`config.mk`:
```
export PLATFORM = sky130hd
export DESIGN_NAME = ssmh_cell
export DESIGN_NICKNAME = d
export VERILOG_FILES = /design/src/rtl/ssmh_pkg.sv /design/src/rtl/ssmh_cell.sv
export SDC_FILE = /design/constraint.sdc
export NUM_CORES = 1
export LEC_CHECK = 0
export BUFFER_PORTS_ARGS = -buffer_cell sky130_fd_sc_hd__buf_2
export CORE_ASPECT_RATIO = 0.6
export CORE_MARGIN = 2
export CORE_UTILIZATION = 47
export CTS_CLUSTER_DIAMETER = 120
export DETAILED_ROUTE_END_ITERATION = 16
export PLACE_DENSITY_LB_ADDON = 0.2
export SYNTH_ARGS = -nofsm -noshare
export SYNTH_HDL_FRONTEND = slang
export SYNTH_SLANG_ARGS = --single-unit
export TNS_END_PERCENT = 20
```
`constraint.sdc`:
```
create_clock -name clk -period 3.75 [get_ports clk]
set_input_delay 0.375 -clock clk [delete_from_list [all_inputs] [get_ports clk]]
set_output_delay 0.375 -clock clk [all_outputs]
set_load 0.02 [all_outputs]
```
`src/rtl/ssmh_pkg.sv`:
```
`default_nettype none

package ssmh_pkg;

  // Number of cells in the sorted height chain, and the field widths.
  localparam int SLOTS = 32;
  localparam int HW    = 31;
  localparam int XW    = 31;
  localparam int CW    = 16;

  localparam logic [CW-1:0] CNT_MAX = '1;
  localparam logic [CW-1:0] CNT_ONE = CW'(1);

  // Contents of one cell: a distinct active height and how often it is present.
  typedef struct packed {
    logic          valid;
    logic [HW-1:0] height;
    logic [CW-1:0] count;
  } slot_t;

  // Update operations broadcast to the whole chain.
  localparam logic [2:0] OP_NOP = 3'd0;
  localparam logic [2:0] OP_INC = 3'd1;
  localparam logic [2:0] OP_DEC = 3'd2;
  localparam logic [2:0] OP_INS = 3'd3;
  localparam logic [2:0] OP_DEL = 3'd4;

  // Command bundle from the controller to every cell.
  typedef struct packed {
    logic          clr;
    logic          cmp;
    logic [2:0]    op;
    logic [HW-1:0] height;
  } cell_cmd_t;

  // Controller states.
  localparam logic [1:0] ST_IDLE = 2'd0;
  localparam logic [1:0] ST_CMP  = 2'd1;
  localparam logic [1:0] ST_UPD  = 2'd2;
  localparam logic [1:0] ST_DEC  = 2'd3;

endpackage

`default_nettype wire

```
`src/rtl/ssmh_cell.sv`:
```
`default_nettype none

// One cell of the height chain. The chain is kept sorted with the tallest
// height in cell 0 and all valid cells packed at the low end.
module ssmh_cell (
  input  wire logic              clk,
  input  wire logic              rst_n,
  input  wire ssmh_pkg::cell_cmd_t cmd,
  input  wire ssmh_pkg::slot_t   left_i,
  input  wire logic              left_open_i,
  input  wire ssmh_pkg::slot_t   right_i,
  output ssmh_pkg::slot_t        slot_o,
  output logic                   open_o,
  output logic                   eq_o,
  output logic [ssmh_pkg::CW-1:0] cnt_o
);

  logic                    valid_r, valid_nxt;
  logic [ssmh_pkg::HW-1:0] height_r, height_nxt;
  logic [ssmh_pkg::CW-1:0] count_r, count_nxt;
  logic                    open_r, open_nxt;
  logic                    eq_r, eq_nxt;

  // Compare against the request height, then apply the broadcast update.
  always_comb begin
    valid_nxt  = valid_r;
    height_nxt = height_r;
    count_nxt  = count_r;
    open_nxt   = open_r;
    eq_nxt     = eq_r;
    if (cmd.clr) begin
      valid_nxt = 1'b0;
    end else if (cmd.cmp) begin
      open_nxt = !valid_r || (height_r < cmd.height);
      eq_nxt   = valid_r && (height_r == cmd.height);
    end else begin
      unique case (cmd.op)
        ssmh_pkg::OP_INC: begin
          if (eq_r) count_nxt = count_r + ssmh_pkg::CNT_ONE;
        end
        ssmh_pkg::OP_DEC: begin
          if (eq_r) count_nxt = count_r - ssmh_pkg::CNT_ONE;
        end
        ssmh_pkg::OP_INS: begin
          // Cells at and below the insertion point move one place down.
          if (open_r) begin
            if (left_open_i) begin
              valid_nxt  = left_i.valid;
              height_nxt = left_i.height;
              count_nxt  = left_i.count;
            end else begin
              valid_nxt  = 1'b1;
              height_nxt = cmd.height;
              count_nxt  = ssmh_pkg::CNT_ONE;
            end
          end
        end
        ssmh_pkg::OP_DEL: begin
          // The emptied cell and everything below it move one place up.
          if (eq_r || open_r) begin
            valid_nxt  = right_i.valid;
            height_nxt = right_i.height;
            count_nxt  = right_i.count;
          end
        end
        default: begin
        end
      endcase
    end
  end

  always_ff @(posedge clk) begin
    if (!rst_n) begin
      valid_r <= 1'b0;
      open_r  <= 1'b0;
      eq_r    <= 1'b0;
    end else begin
      valid_r <= valid_nxt;
      open_r  <= open_nxt;
      eq_r    <= eq_nxt;
    end
    height_r <= height_nxt;
    count_r  <= count_nxt;
  end

  assign slot_o = '{valid: valid_r, height: height_r, count: count_r};
  assign open_o = open_r;
  assign eq_o   = eq_r;
  assign cnt_o  = eq_r ? count_r : '0;

endmodule

`default_nettype wire

```
==> qor.txt <==
Status = finished, final reports clean
Worst setup SP type = input port
Post-Synthesis Net Count = 625
EDFF count, synth = 47
Depth of the CTS H-tree = 2
Worst hold path type = input port to flip-flop
Number of global-route vias before repair = 3919
Number of buffers between clock root and the deepest sink = 2
Antenna viol nets, final = 0
Sequential-to-total area share from yosys stat = 35.8%
Pin count of the biggest net entering global routing = 59
Crit end category = flip-flop
Final cell utilization of the core = 62.7%
DIE HEIGHT = 76.5 um
Top FF cell, synth = edfxtp_1
Library cell occupying the most area in the post-synthesis netlist = edfxtp_1
Number of antenna violations at the first check in global routing = 0
Arrival time at the worst endpoint = 2.67 ns
Commonest non-fill, non-tap cell in the layout = buf_2
Post-route cell area = 5330 um^2
Average instance area after synthesis = 8.98 um^2
Placed Instances = 745
PD cells = 254 nW/um^2
CTS tree = yes
Count of hold-fix buffers inserted at cts = 0
Maximum capacitance violations = 0
Area growth from synthesis to final layout = 29.4%
Reported leakage power = 2.46 nW
Distinct cells, synth = 55
Slew of the pin with the lowest slew margin = 0.901 ns
Final GP Congestion = 0.903
Number of iterations in the first detailed-routing pass = 4
Die area = 9540 um^2
Final Hold Vio Count = 0
Cell count after synthesis = 458
Core area = 8490 um^2
CTS Buf Count = 5
Final Net Count = 807
Remaining routing DRC violations = 0
Post-synthesis instance area = 4110 um^2
RSZ-0062 raised after global routing = no
Post-synth top area share = 34.3%
Insertion delay of the later-clocked pin in the worst-skew pair = 0.28 ns
Post-place instance area = 5190 um^2
Yosys reg bits = 50
Post-route fraction of the period consumed by the critical path = 70.7%
GRT overflow = 0
Setup bufs post-CTS = 0
Die boundary width = 125 um
Number of DRC violations after detailed-routing iteration 0 = 248
Total number of vias = 4188
Drt total wl = 12600 um
Count of buffers from port buffering = 200
Routed WL per cell = 16.8 um
Rows = 26
Post-route clock skew = 0.00473 ns
Worst vdd ir = 167 uV
Worst EP required = 3.77 ns
Max FO, Critical Path = 10
Number of pins exceeding their max-slew limit in the final report = 0
Remaining max-slew budget at the tightest pin = 39.8%
Fraction of synthesis flops using an asynchronous set or reset pin = 0%
Via count normalized by instance count = 5.56
Share of layout cells above drive strength 1 = 34.5%
Initial cell density of the core = 48.5%
Root buf cell = clkbuf_16
Wire length of the first global-routing pass = 20200 um
Commonest cells after routing, fill and taps aside = 200 x buf_2, 49 x o21ai_0, 47 x edfxtp_1
Count of cells resized by post-cts repair = 0
Total track usage = 26.4%
Register clock-pin slew on the reported worst setup and hold paths = 0.07 ns
Num Clock Sinks = 50
Final instance count without filler cells = 753
Highest attainable clock frequency = 377 MHz
I/O Pins = 201
Main area contributors after synthesis = edfxtp_1 34%, ha_1 9.7%, mux2i_1 8.0%
Number of setup violations in the final report = 0
Warning count from the yosys run = 0
Critical path type = input port to flip-flop
Fin Setup TNS = 0 ns
Min cycle time layout = 2.65 ns
Final HPWL DP = 10100 um
[synthesized netlist by cell type (6+ instances only)]
library cell / n
and3_1: 6
xnor2_1: 8
nand3_1: 10
nand2_1: 43
and2_1: 18
nand4_1: 11
nor2_1: 10
ha_1: 32
inv_1: 34
clkbuf_1: 25
nor2b_1: 7
a22oi_1: 15
nor3_1: 13
mux2i_1: 33
o21ai_0: 49
a21oi_1: 14
edfxtp_1: 47
[logic make-up (layout without fill, tap and decap cells)]
logic type | Yosys count | in the layout | synth area share [%]
flops | 50 | 50 | 35.8
fa+ha+maj | 32 | 32 | 9.73
xor+xnor | 10 | 10 | 2.13
buf+inv | 66 | 248 | 6.39
compound gates | 118 | 118 | 18.4
other cells | 0 | 1 | 0
simple gates | 149 | 149 | 19.6
mux | 33 | 33 | 8.03
[sequential cells by signal, indices dropped and copies added (netlist names)]
name,count
count_r,16
height_r,31
eq_o,1
open_o,1
valid_r,1
[routing by layer]
| layer | up-vias | wire length (um) | part of all wire (%) | track usage [%] |
|---|---|---|---|---|
| li1 | 2054 | - | - | - |
| met1 | 1946 | 6190 | 49 | 39.3 |
| met2 | 180 | 5330 | 42 | 39.5 |
| met3 | 8 | 1040 | 8.2 | 6.46 |
| met4 | 0 | 80 | 0.63 | 4.16 |
| met5 | - | 0 | 0 | 0 |
[worst paths after layout]
| kind | start | end | slack (ns) | cells after the start |
|---|---|---|---|---|
| hold / removal | cmd[35] | valid_r | 0.36 | 2 |
| hold reg to reg | valid_r | valid_r | 0.60 | 2 |
| setup reg to reg | count_r[10] | count_r[15] | 1.15 | 5 |
| setup / recovery | cmd[31] | count_r[10] | 1.10 | 9 |
[power by group]
part	switching, mW	internal [mW]	total (mW)
clock	0.187	0.245	0.432
sequential	0.0115	0.630	0.642
combinational	0.150	0.131	0.281
total	0.349	1.01	1.35
[cell type report]
type,instances,area (um^2)
Timing Repair Buffer,207,1050
Sequential cell,50,1470
Fill cell,753,3170
Multi-Input combinational cell,342,2400
Tap cell,112,140
Antenna cell,1,2.50
Inverter,34,128
Clock buffer,7,133
[worst max-delay path: stages]
cell and delay, ns:
buf_2 0.15, or3b_1 0.44, xnor2_1 0.15, ha_1 0.29
nor4_1 0.44, a2bb2oi_1 0.25, nor3_1 0.33, o21a_1 0.18
o31ai_1 0.06
[through the flow]
stage	power, mW	worst slack (ns)	hold slack (ns)
after global routing	1.43	0.867	0.354
after detailed placement	0.933	0.893	0.562
final	1.35	1.10	0.358
after floorplan	0.805	0.506	0.451
after CTS	1.36	1.18	0.352
after global placement	0.924	0.988	0.557
(Power assumes the default switching activity.)
